File: config.mk
export PLATFORM = sky130hd
export DESIGN_NAME = rpn_divider
export DESIGN_NICKNAME = d
export VERILOG_FILES = /design/src/rtl/rpn_pkg.sv /design/src/rtl/rpn_divider.sv
export SDC_FILE = /design/constraint.sdc
export NUM_CORES = 1
export LEC_CHECK = 0
export BUFFER_PORTS_ARGS = -buffer_cell sky130_fd_sc_hd__buf_2
export CAP_MARGIN = 20
export CORE_AREA = 3 3 131 133
export DETAILED_ROUTE_END_ITERATION = 8
export DIE_AREA = 0 0 134 136
export PLACE_DENSITY_LB_ADDON = 0.2
export SLEW_MARGIN = 30
export SYNTH_ARGS = -nofsm -noshare
export SYNTH_HDL_FRONTEND = slang
export SYNTH_SLANG_ARGS = --single-unit
export TNS_END_PERCENT = 30
File: constraint.sdc
create_clock -name clk -period 5.7 [get_ports clk]
set_input_delay 0.855 -clock clk [delete_from_list [all_inputs] [get_ports clk]]
set_output_delay 0.855 -clock clk [all_outputs]
set_load 0.01 [all_outputs]
File: src/rtl/rpn_pkg.sv
// Package for the RPN stack calculator: widths, mode codes, state type.
// No dependencies.
package rpn_pkg;
    localparam int DataW = 32;
    localparam int ModeW = 3;
    localparam int DepthW = 7;
    localparam int StackDepthDefault = 64;

    typedef enum logic [2:0] {
        MODE_PUSH = 3'd0,
        MODE_ADD  = 3'd1,
        MODE_SUB  = 3'd2,
        MODE_MUL  = 3'd3,
        MODE_DIV  = 3'd4,
        MODE_MOD  = 3'd5,
        MODE_POP  = 3'd6,
        MODE_UNK  = 3'd7
    } mode_t;

    typedef enum logic [2:0] {
        ST_IDLE,
        ST_RD_B,
        ST_RD_A,
        ST_EXEC,
        ST_DIV,
        ST_FIN,
        ST_OUT
    } state_t;

    typedef struct packed {
        logic start;
        logic is_mod;
    } div_ctl_t;

    typedef struct packed {
        logic done;
    } div_sts_t;
endpackage

File: src/rtl/rpn_divider.sv
// Radix-2 restoring signed divider, one quotient bit per cycle.
// Depends on rpn_pkg. Division: (a<<16)/b saturated; mod: a%b truncating.
module rpn_divider (
    input  logic                              clk,
    input  logic                              rst_n,
    input  rpn_pkg::div_ctl_t                 ctl,
    input  logic signed [rpn_pkg::DataW-1:0]  a,
    input  logic signed [rpn_pkg::DataW-1:0]  b,
    output rpn_pkg::div_sts_t                 sts,
    output logic signed [rpn_pkg::DataW-1:0]  res,
    output logic                              sat
);
    localparam int NumW = 48;
    logic [NumW-1:0] num_reg, num_next;
    logic [32:0]     rem_reg, rem_next;
    logic [31:0]     den_reg, den_next;
    logic [5:0]      cnt_reg, cnt_next;
    logic            busy_reg, busy_next, done_reg, done_next;
    logic            neg_q_reg, neg_q_next, neg_r_reg, neg_r_next, mod_reg, mod_next;
    logic [31:0]     abs_a, abs_b;
    logic [32:0]     trial;
    logic [NumW:0]   q_signed;
    logic [32:0]     r_signed;

    assign abs_a = a[31] ? (~a + 32'd1) : a;
    assign abs_b = b[31] ? (~b + 32'd1) : b;
    assign trial = {rem_reg[31:0], num_reg[NumW-1]} - {1'b0, den_reg};

    // The dividend magnitude sits at the top of the shift window: divide shifts
    // all 48 bits (quotient fills the window), mod stops after the 32 dividend bits.
    always_comb
    begin
        num_next = num_reg; rem_next = rem_reg; den_next = den_reg; cnt_next = cnt_reg;
        busy_next = busy_reg; done_next = 1'b0; neg_q_next = neg_q_reg;
        neg_r_next = neg_r_reg; mod_next = mod_reg;
        if (ctl.start)
        begin
            num_next = {abs_a, 16'd0};
            rem_next = '0;
            den_next = abs_b;
            cnt_next = ctl.is_mod ? 6'd32 : 6'd48;
            busy_next = 1'b1;
            neg_q_next = a[31] ^ b[31];
            neg_r_next = a[31];
            mod_next = ctl.is_mod;
        end
        else if (busy_reg)
        begin
            if (!trial[32])
            begin
                rem_next = trial;
                num_next = {num_reg[NumW-2:0], 1'b1};
            end
            else
            begin
                rem_next = {rem_reg[31:0], num_reg[NumW-1]};
                num_next = {num_reg[NumW-2:0], 1'b0};
            end
            cnt_next = cnt_reg - 6'd1;
            if (cnt_reg == 6'd1)
            begin
                busy_next = 1'b0;
                done_next = 1'b1;
            end
        end
    end

    always_ff @(posedge clk or negedge rst_n)
    begin
        if (!rst_n)
        begin
            busy_reg <= 1'b0;
            done_reg <= 1'b0;
        end
        else
        begin
            busy_reg <= busy_next;
            done_reg <= done_next;
        end
    end

    always_ff @(posedge clk)
    begin
        num_reg <= num_next;
        rem_reg <= rem_next; den_reg <= den_next; cnt_reg <= cnt_next;
        neg_q_reg <= neg_q_next; neg_r_reg <= neg_r_next; mod_reg <= mod_next;
    end

    assign q_signed = neg_q_reg ? (~{1'b0, num_reg} + 49'd1) : {1'b0, num_reg};
    assign r_signed = neg_r_reg ? (~rem_reg + 33'd1) : rem_reg;

    always_comb
    begin
        sat = 1'b0;
        if (mod_reg)
            res = r_signed[31:0];
        else if (!neg_q_reg && num_reg > 48'h7FFFFFFF)
        begin
            res = 32'sh7FFFFFFF; sat = 1'b1;
        end
        else if (neg_q_reg && num_reg > 48'h80000000)
        begin
            res = 32'sh80000000; sat = 1'b1;
        end
        else
            res = q_signed[31:0];
    end

    assign sts.done = done_reg;
endmodule

# --- After elaboration in Yosys (flattened, before gate mapping) ---
# Cells that the tools add are included.
totals:
  output_inout_bits: 34
  inputBits: 68
  wordCells: 52
  register_bits: 123
op_classes:
  bitwise: 5
  muxes: 23
  n_eq_ne: 1
  add_sub_neg: 6
  order_cmp: 2
  reduce_logical: 4
op_table:
  columns: ["op", "count"]
  rows:
  - ["two-way mux 32 bit", 7]
  - ["adder 32 x 1 -> 32 bit, second input constant", 4]
  - ["NOT 32 bit", 4]
  - ["two-way mux 48 bit", 2]
  - ["> comparator 48 x 31 -> 1 bit, second input constant", 1]
  - ["> comparator 48 x 32 -> 1 bit, second input constant", 1]
  - ["subtractor 33 x 32 -> 33 bit", 1]
  - ["two-way mux 31 bit", 1]
  - ["two-way mux 6 bit", 2]
  - ["two-way mux 1 bit", 10]
  - ["== test 6 x 1 -> 1 bit, second input constant", 1]
  - ["subtractor 6 x 1 -> 6 bit, second input constant", 1]
  - ["two-way mux 5 bit", 1]
  - ["logical AND 1 bit", 2]
  - ["nonzero test 2 bit", 1]
  - ["zero test 1 bit", 1]
  - ["XOR 1 bit", 1]

# --- Longest topological paths before layout ---
logic_depth:
  word_depth: 6
  ltp_mapped: 12
  mapped_depth_nobuf: 11

# --- Worst setup path before layout ---
# OpenSTA, ideal clock, no wires.
synth_path:
  kind: "reg2out"
  from: "reg rem_reg[2]"
  to: "out res[25] (netlist name)"
  arrival_time_ps: 2522
  path_slack_ps: 2323
  n_path_buf: 0
  stages_incl_launch_ff: 9
  required_time_ps: 4845
  path_cell_list: "dfxtp_1 > or4_4 > nor4_4 > nand3b_2 > or3_4 > or3_4 > o31ai_2 > xor2_1 > a21oi_1"
synth_via:
  elab_chain_cells: 4
synth_rtl:
  columns: ["element", "line", "source"]
  rows:
  - ["start, declared", "rpn_divider.sv:15", "logic [32:0] rem_reg, rem_next;"]
  - ["start signal, assigned", "rpn_divider.sv:85", "rem_reg <= rem_next; den_reg <= den_next; cnt_reg <= cnt_next;"]
  - ["NOT 32 bit", "rpn_divider.sv:90", "assign r_signed = neg_r_reg ? (~rem_reg + 33'd1) : rem_reg;"]
  - ["adder 32 x 1 -> 32 bit", "rpn_divider.sv:90", null]
  - ["two-way mux 32 bit", "rpn_divider.sv:90", null]
  - ["two-way mux 32 bit", "rpn_divider.sv:95", "if (mod_reg)"]
  - ["end, declared", "rpn_divider.sv:10", "output logic signed [rpn_pkg::DataW-1:0] res,"]
# Every way passes these cells.

# --- Final worst setup path ---
layout_path:
  from: "reg num_reg[25]"
  to: "out res[16] (netlist name)"
layout_via:
  elab_chain_cells: 5
layout_rtl:
  columns: ["element", "line", "source"]
  rows:
  - ["start, declared", "rpn_divider.sv:14", "logic [NumW-1:0] num_reg, num_next;"]
  - ["start signal, assigned", "rpn_divider.sv:84", "num_reg <= num_next;"]
  - ["> comparator 48 x 32 -> 1 bit", "rpn_divider.sv:101", "else if (neg_q_reg && num_reg > 48'h80000000)"]
  - ["logical AND 1 bit", "rpn_divider.sv:101", null]
  - ["two-way mux 32 bit", "rpn_divider.sv:101", null]
  - ["two-way mux 32 bit *", "rpn_divider.sv:97", "else if (!neg_q_reg && num_reg > 48'h7FFFFFFF)"]
  - ["two-way mux 32 bit *", "rpn_divider.sv:95", null]
# Every way passes the cells marked *; elsewhere a longest branch is shown, timed or not.

==> flow_summary.ini <==
[status]
run_status = complete, no violations

[detailed_routing]
drc = 0
first_iter_violations = 910
routed-via-count = 8939
routed_via_density = 6.190
drt_pass1_iterations = 5
wl_per_cell_um = 17.09
ant_nets = 0
drt-total-wl_um = 24680

[synthesis]
synth.yosys.seq_area_share_pct = 32.60
netlist.area_leader.share_pct = 22.31
synthesis.yosys.warnings = 0
yosys.area.top_type = sky130_fd_sc_hd__edfxtp_1
mapped_cells = 1148
synth-seq-cells = 123
async_flop_share_pct = 1.626
synthesized_area_mm2 = 0.009824
synth.net_count = 1255
synth_enable_flop_cells = 73
syn_area_per_cell_um2 = 8.558
yosysUniqueCellTypes = 69
synth_area_leaders = sky130_fd_sc_hd__edfxtp_1 22%, sky130_fd_sc_hd__dfxtp_1 9.8%, sky130_fd_sc_hd__xnor2_1 7.2%
synthFlopType = sky130_fd_sc_hd__edfxtp_1

[power_and_ir_drop]
netSwitchingFraction_pct = 43.07
seq_power_share_pct = 26.3
p_sw_mw = 2.226
power_leakage_nw = 4.462
power.clock.fraction_pct = 21.0
vdd_drop_max_mv = 0.2854
finalPower_mw = 5.169
internal-power_mw = 2.943
power.share.combinational_pct = 52.7
power_density_mw_per_mm2 = 469.7

[place]
dp_hpwl_um = 17880
portBuffers = 101
place_congestion = 0.9505

[floorplan]
die_w_um = 134
core_region_area_mm2 = 0.01594
rows = 46
die_area_mm2 = 0.01822
io_pins = 102
start_util_pct = 61.62
chipHeight_um = 136

[critical_path]
worstSetupEndpointType = primary output
critical_path_cell_by_cell = or4_1 > nor4_1 > nand4_1 > a21oi_1 > nand2_1 > or3b_1 > a32oi_1 > buf_2
start_kind = register
r2r.worst_path.cells = 12
worst_r2r_startpoint = num_reg[47]
worst-setup-path-type = reg2out
setup.reg_to_reg.worst_slack_ns = 2.11
cp_delay_by_family_top = simple AND/OR/NAND/NOR gates
worst_r2r_endpoint = rem_reg[12]
critPathRequiredTime_ns = 4.85
critPathSlowestCell = sky130_fd_sc_hd__or4_1
crit_buf_inv = 1
critical_path_peak_fanout = 23
timing.critical_path.slowest_cell_delay_ns = 0.61
critical_path_at_ns = 3.68

[sta]
timing.final.max_slew_violations = 0
hold_violations = 0
timing.final.crit_period_ns = 4.531
rsz0062_at_grt = no
whs_ns = 0.2088
finalCritPeriodShare_pct = 79.50
skew_ns = 0.006306
tightest_slew_ns = 0.9141
max_freq_mhz = 220.7
maxSlewHeadroom_pct = 39.06
finalSetupTns_ns = 0
finalSetupViolations = 0

[cells_and_area]
layout-drive-gt1-share_pct = 13.03
num-nets-final = 1322
largest_register_ffs = 48
antenna_diode_instance_count = 0
area_growth_syn_to_layout_pct = 12.01

[global_route]
number_of_antenna_violations_at_the_first_check_in_global_routing = 0
grt_start_max_net_pins = 71
global_route.usage.total_pct = 27.02
grt_overflow_total = 0
grt_first_pass_wirelength_um = 40050
vias_in_the_first_global_route = 7984

[clocking]
htreeDepth = 4
postCtsResizedCells = 0
cts_buffers = 17
clock-sinks = 123
clk_pin_slew_worst_paths_ns = 0.06
longest_clk_path_bufs = 2
cts_tree = yes
clockRootBuffer = sky130_fd_sc_hd__clkbuf_16
clk_latency_ns = 0.42
cts.repair_timing.setup_buffer_count = 0
postCtsHoldBufs = 0

[hold_path]
type_of_the_tightest_min_delay_check = in2async

[run]
drv_cap = 0
## cells by family (layout without fill, tap and decap cells)
logic type | after synthesis | in the layout | share of synthesized area [%]
xor gates and xnor gates | 119 | 119 | 10.61
buffers and inverters | 117 | 197 | 4.674
muxes | 43 | 43 | 4.394
DFF | 123 | 123 | 32.60
and+or+nand+nor | 357 | 357 | 18.63
AOI/OAI and AO/OA | 350 | 350 | 24.05
adders and majority gates | 39 | 39 | 5.043
## stage by stage
stage | area [µm²] | utilization, % | worst slack [ns] | instances
6_report | 11000 | 69.02 | 1.169 | 1444
4_1_cts | 11000 | 69.02 | 1.272 | 1444
5_1_grt | 11000 | 69.02 | 1.018 | 1444
2_1_floorplan | 9824 | - | 2.323 | 1148
3_5_place_dp | 10420 | 65.37 | 1.724 | 1412
3_3_place_gp | 10420 | 65.37 | 1.763 | 1412
## placed cells by master (no fill, tap or decap), types with 32 or more instances in the layout
master and n:
sky130_fd_sc_hd__xnor2_1 81, sky130_fd_sc_hd__inv_1 55, sky130_fd_sc_hd__mux2i_1 42, sky130_fd_sc_hd__xor2_1 38
sky130_fd_sc_hd__buf_2 100, sky130_fd_sc_hd__nand2_1 90, sky130_fd_sc_hd__ha_1 38, sky130_fd_sc_hd__dfxtp_1 48
sky130_fd_sc_hd__nor2_1 97, sky130_fd_sc_hd__edfxtp_1 73, sky130_fd_sc_hd__o21ai_0 72, sky130_fd_sc_hd__nor3_1 32
sky130_fd_sc_hd__a21oi_1 79, sky130_fd_sc_hd__o31ai_1 44
## area by class of cell
type,count,area (µm²)
clock inverters,13,150.1
clock buffers,19,432.9
repair buffers,110,575.6
inverters,55,206.4
fillers,1314,4938
well taps,216,270.3
multi-input cells,908,6165
flip-flops and latches,123,3204
## cells in the mapped netlist, types with 4 or more instances
| library cell | count |
|---|---|
| sky130_fd_sc_hd__inv_1 | 55 |
| sky130_fd_sc_hd__xor2_1 | 38 |
| sky130_fd_sc_hd__a21o_1 | 7 |
| sky130_fd_sc_hd__o21ai_1 | 13 |
| sky130_fd_sc_hd__or2_2 | 5 |
| sky130_fd_sc_hd__a22o_1 | 31 |
| sky130_fd_sc_hd__or4_1 | 13 |
| sky130_fd_sc_hd__nor3_1 | 32 |
| sky130_fd_sc_hd__nand4b_1 | 8 |
| sky130_fd_sc_hd__o211ai_1 | 5 |
| sky130_fd_sc_hd__nor2_1 | 97 |
| sky130_fd_sc_hd__a22oi_1 | 7 |
| sky130_fd_sc_hd__a31oi_1 | 7 |
| sky130_fd_sc_hd__dfxtp_1 | 48 |
| sky130_fd_sc_hd__nand2b_1 | 12 |
| sky130_fd_sc_hd__buf_1 | 8 |
| sky130_fd_sc_hd__nand3_1 | 11 |
| sky130_fd_sc_hd__ha_1 | 38 |
| sky130_fd_sc_hd__o41ai_1 | 21 |
| sky130_fd_sc_hd__clkbuf_1 | 44 |
| sky130_fd_sc_hd__o21ai_0 | 72 |
| sky130_fd_sc_hd__nand4_1 | 10 |
| sky130_fd_sc_hd__nand2_1 | 90 |
| sky130_fd_sc_hd__nor2b_1 | 6 |
| sky130_fd_sc_hd__mux2i_1 | 42 |
| sky130_fd_sc_hd__a21oi_1 | 79 |
| sky130_fd_sc_hd__buf_2 | 7 |
| sky130_fd_sc_hd__xnor2_1 | 81 |
| sky130_fd_sc_hd__and2_1 | 5 |
| sky130_fd_sc_hd__or3_1 | 21 |
| sky130_fd_sc_hd__o31ai_1 | 44 |
| sky130_fd_sc_hd__nand3b_1 | 5 |
| sky130_fd_sc_hd__a32oi_1 | 8 |
| sky130_fd_sc_hd__a211oi_1 | 26 |
| sky130_fd_sc_hd__a21boi_0 | 4 |
| sky130_fd_sc_hd__edfxtp_1 | 73 |
| sky130_fd_sc_hd__nor4_1 | 19 |
## power groups by stage
| stage | clock network [mW] | logic, mW | registers [mW] |
|---|---|---|---|
| 2_1_floorplan | 0 | 2.05 | 1.27 |
| 3_3_place_gp | 0 | 2.63 | 1.36 |
| 3_5_place_dp | 0 | 2.67 | 1.37 |
| 4_1_cts | 1.10 | 2.69 | 1.35 |
| 5_1_grt | 1.13 | 3.01 | 1.38 |
| 6_report | 1.09 | 2.73 | 1.36 |
## per-layer routing
layer  track usage, %  share of wire, %  vias to the layer above
met1            38.56                46                     4108
met2            42.17                45                      352
li1                 -                 -                     4441
met5                0                 0                        -
met3            5.329               7.7                       38
met4            7.200               1.6                        0
## how the worst max path moves through the flow
| stage | startpoint | endpoint | slack (ns) | depth (start not counted) |
|---|---|---|---|---|
| 2_1_floorplan | rem_reg[2] | res[25] | 2.32 | 8 |
| 3_3_place_gp | num_reg[25] | res[16] | 1.76 | 8 |
| 3_5_place_dp | num_reg[25] | res[16] | 1.72 | 8 |
| 4_1_cts | num_reg[25] | res[16] | 1.27 | 8 |
| 5_1_grt | num_reg[25] | res[30] | 1.02 | 9 |
| 6_report | num_reg[25] | res[16] | 1.17 | 8 |
Power figures use the tool's default switching activity.
